$ cat src/svv_pkg.sv
package svv_pkg;

   // one character transfer of the version string
   typedef struct packed {
      logic [7:0] char_code;
      logic       is_last;
      logic       no_char;
   } item_type;

   // verdict leaving the parser
   typedef struct packed {
      logic valid;
      logic version_valid;
   } result_type;

   typedef enum logic [1:0] {
      SEC_CORE  = 2'd0,
      SEC_PRE   = 2'd1,
      SEC_BUILD = 2'd2
   } section_type;

   localparam logic [7:0] CH_DOT   = 8'h2E;
   localparam logic [7:0] CH_DASH  = 8'h2D;
   localparam logic [7:0] CH_PLUS  = 8'h2B;
   localparam logic [7:0] CH_ZERO  = 8'h30;
   localparam logic [7:0] CH_NINE  = 8'h39;
   localparam logic [7:0] CH_UPPER_A = 8'h41;
   localparam logic [7:0] CH_UPPER_Z = 8'h5A;
   localparam logic [7:0] CH_LOWER_A = 8'h61;
   localparam logic [7:0] CH_LOWER_Z = 8'h7A;

   localparam logic [1:0] LEN_MAX      = 2'd2;
   localparam logic [1:0] LAST_CORE_IX = 2'd2;

endpackage

$ cat src/svv_in_reg.sv
module svv_in_reg (
   input  logic              clock,
   input  logic              reset,
   input  logic              req_valid,
   output logic              req_ready,
   input  svv_pkg::item_type req_item,
   input  logic              take,
   output logic              item_valid,
   output svv_pkg::item_type item
);
   import svv_pkg::*;

   logic     valid_ff, valid_in;
   item_type item_ff;

   assign req_ready  = !valid_ff || take;
   assign item_valid = valid_ff;
   assign item       = item_ff;

   always_comb begin
      if (req_valid && req_ready) begin
         valid_in = 1'b1;
      end else if (take) begin
         valid_in = 1'b0;
      end else begin
         valid_in = valid_ff;
      end
   end

   always_ff @(posedge clock) begin
      if (reset) begin
         valid_ff <= 1'b0;
      end else begin
         valid_ff <= valid_in;
      end
   end

   always_ff @(posedge clock) begin
      if (req_valid && req_ready) begin
         item_ff <= req_item;
      end
   end

endmodule

$ cat src/svv_parser.sv
module svv_parser #(
   parameter int NUMBER_WIDTH = 32
) (
   input  logic                clock,
   input  logic                reset,
   input  logic                fire,
   input  svv_pkg::item_type   item,
   output svv_pkg::result_type result
);
   import svv_pkg::*;

   localparam int WIDE = NUMBER_WIDTH + 4;

   section_type             sec_ff, sec_in, sec_c;
   logic [1:0]              idx_ff, idx_in, idx_c;
   logic [NUMBER_WIDTH-1:0] val_ff, val_in, val_c;
   logic [1:0]              len_ff, len_in, len_c;
   logic                    sz_ff, sz_in, sz_c;
   logic                    ad_ff, ad_in, ad_c;
   logic                    fail_ff, fail_in, fail_c;

   logic [7:0]      c;
   logic            is_digit, is_ident;
   logic [WIDE-1:0] scaled;
   logic            overflow;
   logic [1:0]      tk_len;
   logic            tk_sz, tk_ad;
   logic            cur_end_ok, cur_ident_ok, cur_core_ok;

   function automatic logic core_ok(input logic [1:0] len, input logic sz);
      return (len != 2'd0) && !((len == LEN_MAX) && sz);
   endfunction

   function automatic logic ident_ok(input section_type sec, input logic [1:0] len,
                                     input logic sz, input logic ad);
      return (len != 2'd0) && !((sec == SEC_PRE) && ad && (len == LEN_MAX) && sz);
   endfunction

   function automatic logic end_ok(input section_type sec, input logic [1:0] idx,
                                   input logic [1:0] len, input logic sz, input logic ad);
      if (sec == SEC_CORE) begin
         return core_ok(len, sz) && (idx == LAST_CORE_IX);
      end
      return ident_ok(sec, len, sz, ad);
   endfunction

   assign c = item.char_code;

   // 10*v + d; anything in the top nibble means it no longer fits
   assign scaled = ({4'd0, val_ff} << 3) + ({4'd0, val_ff} << 1)
                 + WIDE'(c[3:0]);
   assign overflow = |scaled[WIDE-1:NUMBER_WIDTH];

   assign tk_len = (len_ff == LEN_MAX) ? len_ff : len_ff + 2'd1;
   assign tk_sz  = (len_ff == 2'd0) ? (c == CH_ZERO) : sz_ff;

   assign cur_end_ok   = end_ok(sec_ff, idx_ff, len_ff, sz_ff, ad_ff);
   assign cur_ident_ok = ident_ok(sec_ff, len_ff, sz_ff, ad_ff);
   assign cur_core_ok  = core_ok(len_ff, sz_ff);

   always_comb begin
      is_digit = c inside {[CH_ZERO:CH_NINE]};
      is_ident = is_digit || (c inside {[CH_UPPER_A:CH_UPPER_Z]})
              || (c inside {[CH_LOWER_A:CH_LOWER_Z]}) || (c == CH_DASH);
      tk_ad    = ad_ff && is_digit;
   end

   // state after consuming this character
   always_comb begin
      sec_c  = sec_ff;
      idx_c  = idx_ff;
      val_c  = val_ff;
      len_c  = len_ff;
      sz_c   = sz_ff;
      ad_c   = ad_ff;
      fail_c = fail_ff;
      if (fire && !item.no_char && !fail_ff) begin
         case (sec_ff)
            SEC_CORE: begin
               if (is_digit) begin
                  if (overflow) begin
                     fail_c = 1'b1;
                  end else begin
                     val_c = scaled[NUMBER_WIDTH-1:0];
                  end
                  len_c = tk_len;
                  sz_c  = tk_sz;
                  ad_c  = tk_ad;
               end else if (c == CH_DOT) begin
                  if (!cur_core_ok || idx_ff >= LAST_CORE_IX) begin
                     fail_c = 1'b1;
                  end else begin
                     idx_c = idx_ff + 2'd1;
                     val_c = '0;
                     len_c = 2'd0;
                     sz_c  = 1'b0;
                     ad_c  = 1'b1;
                  end
               end else if (c == CH_DASH || c == CH_PLUS) begin
                  if (!cur_end_ok) begin
                     fail_c = 1'b1;
                  end
                  sec_c = (c == CH_DASH) ? SEC_PRE : SEC_BUILD;
                  val_c = '0;
                  len_c = 2'd0;
                  sz_c  = 1'b0;
                  ad_c  = 1'b1;
               end else begin
                  fail_c = 1'b1;
               end
            end
            SEC_PRE: begin
               if (c == CH_DOT || c == CH_PLUS) begin
                  if (!cur_ident_ok) begin
                     fail_c = 1'b1;
                  end
                  if (c == CH_PLUS) begin
                     sec_c = SEC_BUILD;
                  end
                  val_c = '0;
                  len_c = 2'd0;
                  sz_c  = 1'b0;
                  ad_c  = 1'b1;
               end else if (is_ident) begin
                  len_c = tk_len;
                  sz_c  = tk_sz;
                  ad_c  = tk_ad;
               end else begin
                  fail_c = 1'b1;
               end
            end
            default: begin
               // build section (unused code 3 behaves the same)
               if (c == CH_DOT) begin
                  if (!cur_ident_ok) begin
                     fail_c = 1'b1;
                  end
                  val_c = '0;
                  len_c = 2'd0;
                  sz_c  = 1'b0;
                  ad_c  = 1'b1;
               end else if (is_ident) begin
                  len_c = tk_len;
                  sz_c  = tk_sz;
                  ad_c  = tk_ad;
               end else begin
                  fail_c = 1'b1;
               end
            end
         endcase
      end
   end

   // verdict on the last transfer, then back to start state
   always_comb begin
      result.valid         = fire && item.is_last;
      result.version_valid = !fail_c && end_ok(sec_c, idx_c, len_c, sz_c, ad_c);
      if (fire && item.is_last) begin
         sec_in  = SEC_CORE;
         idx_in  = 2'd0;
         val_in  = '0;
         len_in  = 2'd0;
         sz_in   = 1'b0;
         ad_in   = 1'b1;
         fail_in = 1'b0;
      end else begin
         sec_in  = sec_c;
         idx_in  = idx_c;
         val_in  = val_c;
         len_in  = len_c;
         sz_in   = sz_c;
         ad_in   = ad_c;
         fail_in = fail_c;
      end
   end

   always_ff @(posedge clock) begin
      if (reset) begin
         sec_ff  <= SEC_CORE;
         idx_ff  <= 2'd0;
         val_ff  <= '0;
         len_ff  <= 2'd0;
         sz_ff   <= 1'b0;
         ad_ff   <= 1'b1;
         fail_ff <= 1'b0;
      end else begin
         sec_ff  <= sec_in;
         idx_ff  <= idx_in;
         val_ff  <= val_in;
         len_ff  <= len_in;
         sz_ff   <= sz_in;
         ad_ff   <= ad_in;
         fail_ff <= fail_in;
      end
   end

endmodule

$ cat src/semantic_version_validator.sv
// Semantic version (2.0.0) string checker.
// Request channel (req_valid/req_ready): one character per transfer in
//   req_char_code; req_no_char marks a transfer without a character (only
//   useful with req_is_last, to close a string without a character);
//   req_is_last closes the string.
// Response channel (rsp_valid/rsp_ready): one transfer per string, carrying
//   rsp_version_valid, produced by the request transfer marked last.
// Pipeline: input register, parse stage (state update + verdict), output
//   register. The verdict of the closing request transfer is formed in the
//   parse stage and held in the output register, which drives rsp_valid.
// Throughput: one character per cycle unless stalled (below); the string
//   state is updated once per cycle by the parse stage, and a core number
//   is built with a multiply-by-ten accumulator NUMBER_WIDTH bits wide.
// Stalls: while a verdict waits in the output register and rsp_ready is
//   low, the parse stage holds for every transfer, not only closing ones;
//   the input register takes at most one more transfer before req_ready
//   drops.
// Reset (synchronous, active high): empties both registers and returns the
//   parser to the start of a string. After every verdict the parser also
//   returns to the start state by itself.
module semantic_version_validator #(
   parameter int NUMBER_WIDTH = 32
) (
   input  logic       clock,
   input  logic       reset,
   input  logic       req_valid,
   output logic       req_ready,
   input  logic [7:0] req_char_code,
   input  logic       req_is_last,
   input  logic       req_no_char,
   output logic       rsp_valid,
   input  logic       rsp_ready,
   output logic       rsp_version_valid
);
   import svv_pkg::*;

   item_type   req_item, item;
   logic       item_valid;
   logic       fire;
   result_type result;

   logic out_valid_ff, out_valid_in;
   logic out_ok_ff;

   assign req_item.char_code = req_char_code;
   assign req_item.is_last   = req_is_last;
   assign req_item.no_char   = req_no_char;

   // parse stage advances when the output register has room
   assign fire = item_valid && (!out_valid_ff || rsp_ready);

   svv_in_reg u_in_reg (
      .clock      (clock),
      .reset      (reset),
      .req_valid  (req_valid),
      .req_ready  (req_ready),
      .req_item   (req_item),
      .take       (fire),
      .item_valid (item_valid),
      .item       (item)
   );

   svv_parser #(
      .NUMBER_WIDTH (NUMBER_WIDTH)
   ) u_parser (
      .clock  (clock),
      .reset  (reset),
      .fire   (fire),
      .item   (item),
      .result (result)
   );

   // output register
   always_comb begin
      if (result.valid) begin
         out_valid_in = 1'b1;
      end else if (rsp_ready) begin
         out_valid_in = 1'b0;
      end else begin
         out_valid_in = out_valid_ff;
      end
   end

   always_ff @(posedge clock) begin
      if (reset) begin
         out_valid_ff <= 1'b0;
      end else begin
         out_valid_ff <= out_valid_in;
      end
   end

   always_ff @(posedge clock) begin
      if (result.valid) begin
         out_ok_ff <= result.version_valid;
      end
   end

   assign rsp_valid         = out_valid_ff;
   assign rsp_version_valid = out_ok_ff;

endmodule

$ cat config.mk
export PLATFORM = sky130hd
export DESIGN_NAME = semantic_version_validator
export DESIGN_NICKNAME = d
export VERILOG_FILES = /design/src/svv_pkg.sv /design/src/svv_in_reg.sv /design/src/svv_parser.sv /design/src/semantic_version_validator.sv
export SDC_FILE = /design/constraint.sdc
export NUM_CORES = 1
export LEC_CHECK = 0
export ABC_AREA = 1
export BUFFER_PORTS_ARGS = -buffer_cell sky130_fd_sc_hd__buf_2
export CAP_MARGIN = 15
export CORE_ASPECT_RATIO = 0.75
export CORE_MARGIN = 2
export CORE_UTILIZATION = 55
export CTS_CLUSTER_SIZE = 28
export DETAILED_ROUTE_END_ITERATION = 10
export PLACE_DENSITY_LB_ADDON = 0.3
export SYNTH_ARGS = -nofsm -noshare
export SYNTH_HDL_FRONTEND = slang
export SYNTH_SLANG_ARGS = --single-unit
$ cat constraint.sdc
create_clock -name clock -period 3.7 [get_ports clock]
set_input_delay 0 -clock clock [delete_from_list [all_inputs] [get_ports clock]]
set_output_delay 0 -clock clock [all_outputs]
set_load 0.02 [all_outputs]
==> results.toml <==
[outcome]
outcome = "finished, final reports clean"

[synth]
synthDistinctLibCells = 45
post-synth-top-count-cell = "nand2_1"
yosys-top-cells-count = "250 x nand2_1, 116 x inv_1, 109 x nor2_1, 68 x a21oi_1, 67 x ha_1"
postSynthAreaPerCell_um2 = 6.31
ys.flop_type = "dfxtp_1"
synthTopCellsByArea = "nand2_1 17%, dfxtp_1 16%, ha_1 15%, inv_1 7.9%, nor2_1 7.4%"
yosys_warnings = 0
syn_inst = 875
post-synth-top-area-fraction_pct = 17.0
yosysTopAreaCell = "nand2_1"
synth-edff-count = 11
syn_area_mm2 = 0.00552
async_flop_share_pct = 0
synth_nets = 958
ys_seq_area_share_pct = 21.6
synth-seq-cells = 54

[global_route]
gr-total-overflow = 0
grt_antenna_before_repair = 0
grt_pass1_wl_um = 22900
grt_max_degree = 42
grt_pass1_vias = 4775
track_usage_pct = 25.7

[final_layout]
multiInputGateArea_mm2 = 0.00371
n_antenna_cell = 0
area_growth_pct = 7.18
register_area_mm2 = 0.00119
fin_cells = 1028
final_layout_size_suffix_gt1_share_pct = 9.93
nets = 978
fin_util_pct = 61.0
fill_cells = 925

[floorplan]
initial_core_util_pct = 56.9
die-area_mm2 = 0.0109
row_count = 31
coreArea_mm2 = 0.00970
ios = 17
die_y_um = 90.8
die_width_um = 120

[critical_path]
r2r_end = "u_parser.val_ff[24]"
cpMostUsedCell = "nand2_1"
r2r.worst_path.cells = 19
cp_slowest_cell = "fa_1"
critPathTopFamily = "simple AND/OR/NAND/NOR gates"
crit_chain = "inv_1 > fa_1 > fa_1 > inv_1 > nand2_1 > nand2_1 > nand3_1 > nand2_2 > nand2_1 > nand2_2 > nand2_2 > nand3_2 > nand2_1 > nor2_4 > nand2_4 > nand2_8 > nand2_8 > nor2_1 > nor2_1"
crit_end = "u_parser.val_ff[24]"
critPathLaunch = "u_in_reg.item[5]"
r2r-start = "u_in_reg.item[5]"
crit_fanout = 41
worstPathRequired_ns = 3.90
cp_slowest_stage_delay_ns = 0.53
crit_type = "reg2reg"
arrival_ns = 3.50
rrSetupSlack_ns = 0.41
crit_buf_inv = 2
path_depth = 19
worstSetupStartpointType = "flop"
end_kind = "flop"

[run]
drv_cap = 0

[clock_network]
clk_pin_slew_worst_paths_ns = 0.08
cts_tree = "done"
clockBufferDepth = 2
post_cts_buffers = 0
clk_latency_ns = 0.30
cts_root_buffer = "clkbuf_16"
ctsResizeCount = 0
cts_max_level = 2
cts_sinks = 54
hold_buffers = 12
cts_buffers = 5

[placement]
dp.final_hpwl_um = 10100
place.port_buffers = 16
placed_cells = 1008
gp_congestion = 1.03

[sta]
fin_setup_tns_ns = 0
rsz0062_at_grt = "no"
fmax_mhz = 304
fin_skew_ns = 0.00401
relSlewSlack_pct = 62.0
final_max_slew_viol_count = 0
timing.final.crit_share_pct = 89.0
fin_crit_ns = 3.29
tightest_slew_ns = 0.567
setup_viol = 0
hold_violations = 0

[drt]
drc = 0
wirelength_um = 13500
antenna_left = 0
initialDrtViolationCount = 449
via_count = 5378
drt-pass1-iter-count = 5
via_per_inst = 5.23
wire_per_inst_um = 13.1

[pwr]
power_density_mw_per_mm2 = 208
ir_drop_v = 0.000204
p_leak_nw = 3.22

[hold_path]
hp-class = "in2reg"
==> stage by stage <==
stage	worst slack (ns)	area (um2)	hold WS, ns	total power [mW]
after floorplan	0.935	5520	0.0691	0.695
after global placement	0.575	5640	0.176	0.720
after detailed placement	0.459	5640	0.178	0.720
after CTS	0.410	5920	0.101	1.24
after global routing	0.135	5920	0.175	1.28
final	0.406	5920	0.109	1.23
==> flip-flops by register name (all words and copies together) (netlist names) <==
register and flops:
u_parser.sz_ff 1, rsp_valid 1, u_parser.fail_ff 1, u_in_reg.item_valid 1, rsp_version_valid 1, u_parser.idx_ff 2, u_parser.val_ff 32, u_parser.len_ff 2
u_parser.sec_ff 2, u_parser.ad_ff 1, u_in_reg.item 10
==> logic make-up after synthesis <==
family                   synth area share (%)
AND/OR/NAND/NOR                          38.2
buffers and inverters                    11.3
adder cells (fa/ha/maj)                  15.9
flip-flops                               21.6
AO/OA/AOI/OAI                            12.2
XOR/XNOR                                0.793
==> worst min-delay path, stage by stage <==
cell and delay [ns]:
buf_2 0.09, inv_1 0.04, nand2_1 0.06, inv_1 0.07, o21ai_0 0.08, inv_1 0.05
==> cells in the final DEF, fill, tap and decap left out, types with 9 or more instances in the layout <==
cell / instances
a21oi_1: 68
buf_2: 16
dfxtp_1: 43
dlygate4sd3_1: 12
edfxtp_1: 11
ha_1: 67
inv_1: 116
inv_2: 11
nand2_1: 250
nand2_2: 23
nand3_1: 47
nor2_1: 109
nor3_1: 9
o21ai_0: 33
==> how the worst min path moves through the flow <==
stage / from / end / slack, ns / cells after the start
final: rsp_ready / rsp_valid / 0.11 / 6
after global routing: rsp_ready / rsp_valid / 0.17 / 6
after CTS: rsp_ready / rsp_valid / 0.10 / 6
after detailed placement: req_no_char / u_in_reg.item[0] / 0.18 / 1
after global placement: req_is_last / u_in_reg.item[1] / 0.18 / 1
after floorplan: reset / u_in_reg.item_valid / 0.07 / 1
==> power by group <==
part / switching, mW / leakage, nW / internal [mW]
logic: 0.0610 / 2.69 / 0.0364
clock network: 0.253 / 0.0759 / 0.259
registers: 0.00974 / 0.454 / 0.611
total: 0.324 / 3.22 / 0.907
==> layout make-up <==
cell class	count	share of cell area [%]
Inverter	129	8.18
Clock buffer	5	2.11
Clock inverter	3	0.486
Multi-Input combinational cell	675	62.7
Timing Repair Buffer	30	3.64
Tap cell	132	2.79
Sequential cell	54	20.1
==> per-layer routing <==
layer | vias up | part of all wire (%) | global-route usage (%)
met2 | 145 | 41 | 37.9
met1 | 2361 | 52 | 38.7
met3 | 16 | 6.4 | 4.36
met5 | - | 0 | 0
met4 | 0 | 0.95 | 5.78
li1 | 2856 | - | -
(Power assumes the default switching activity.)
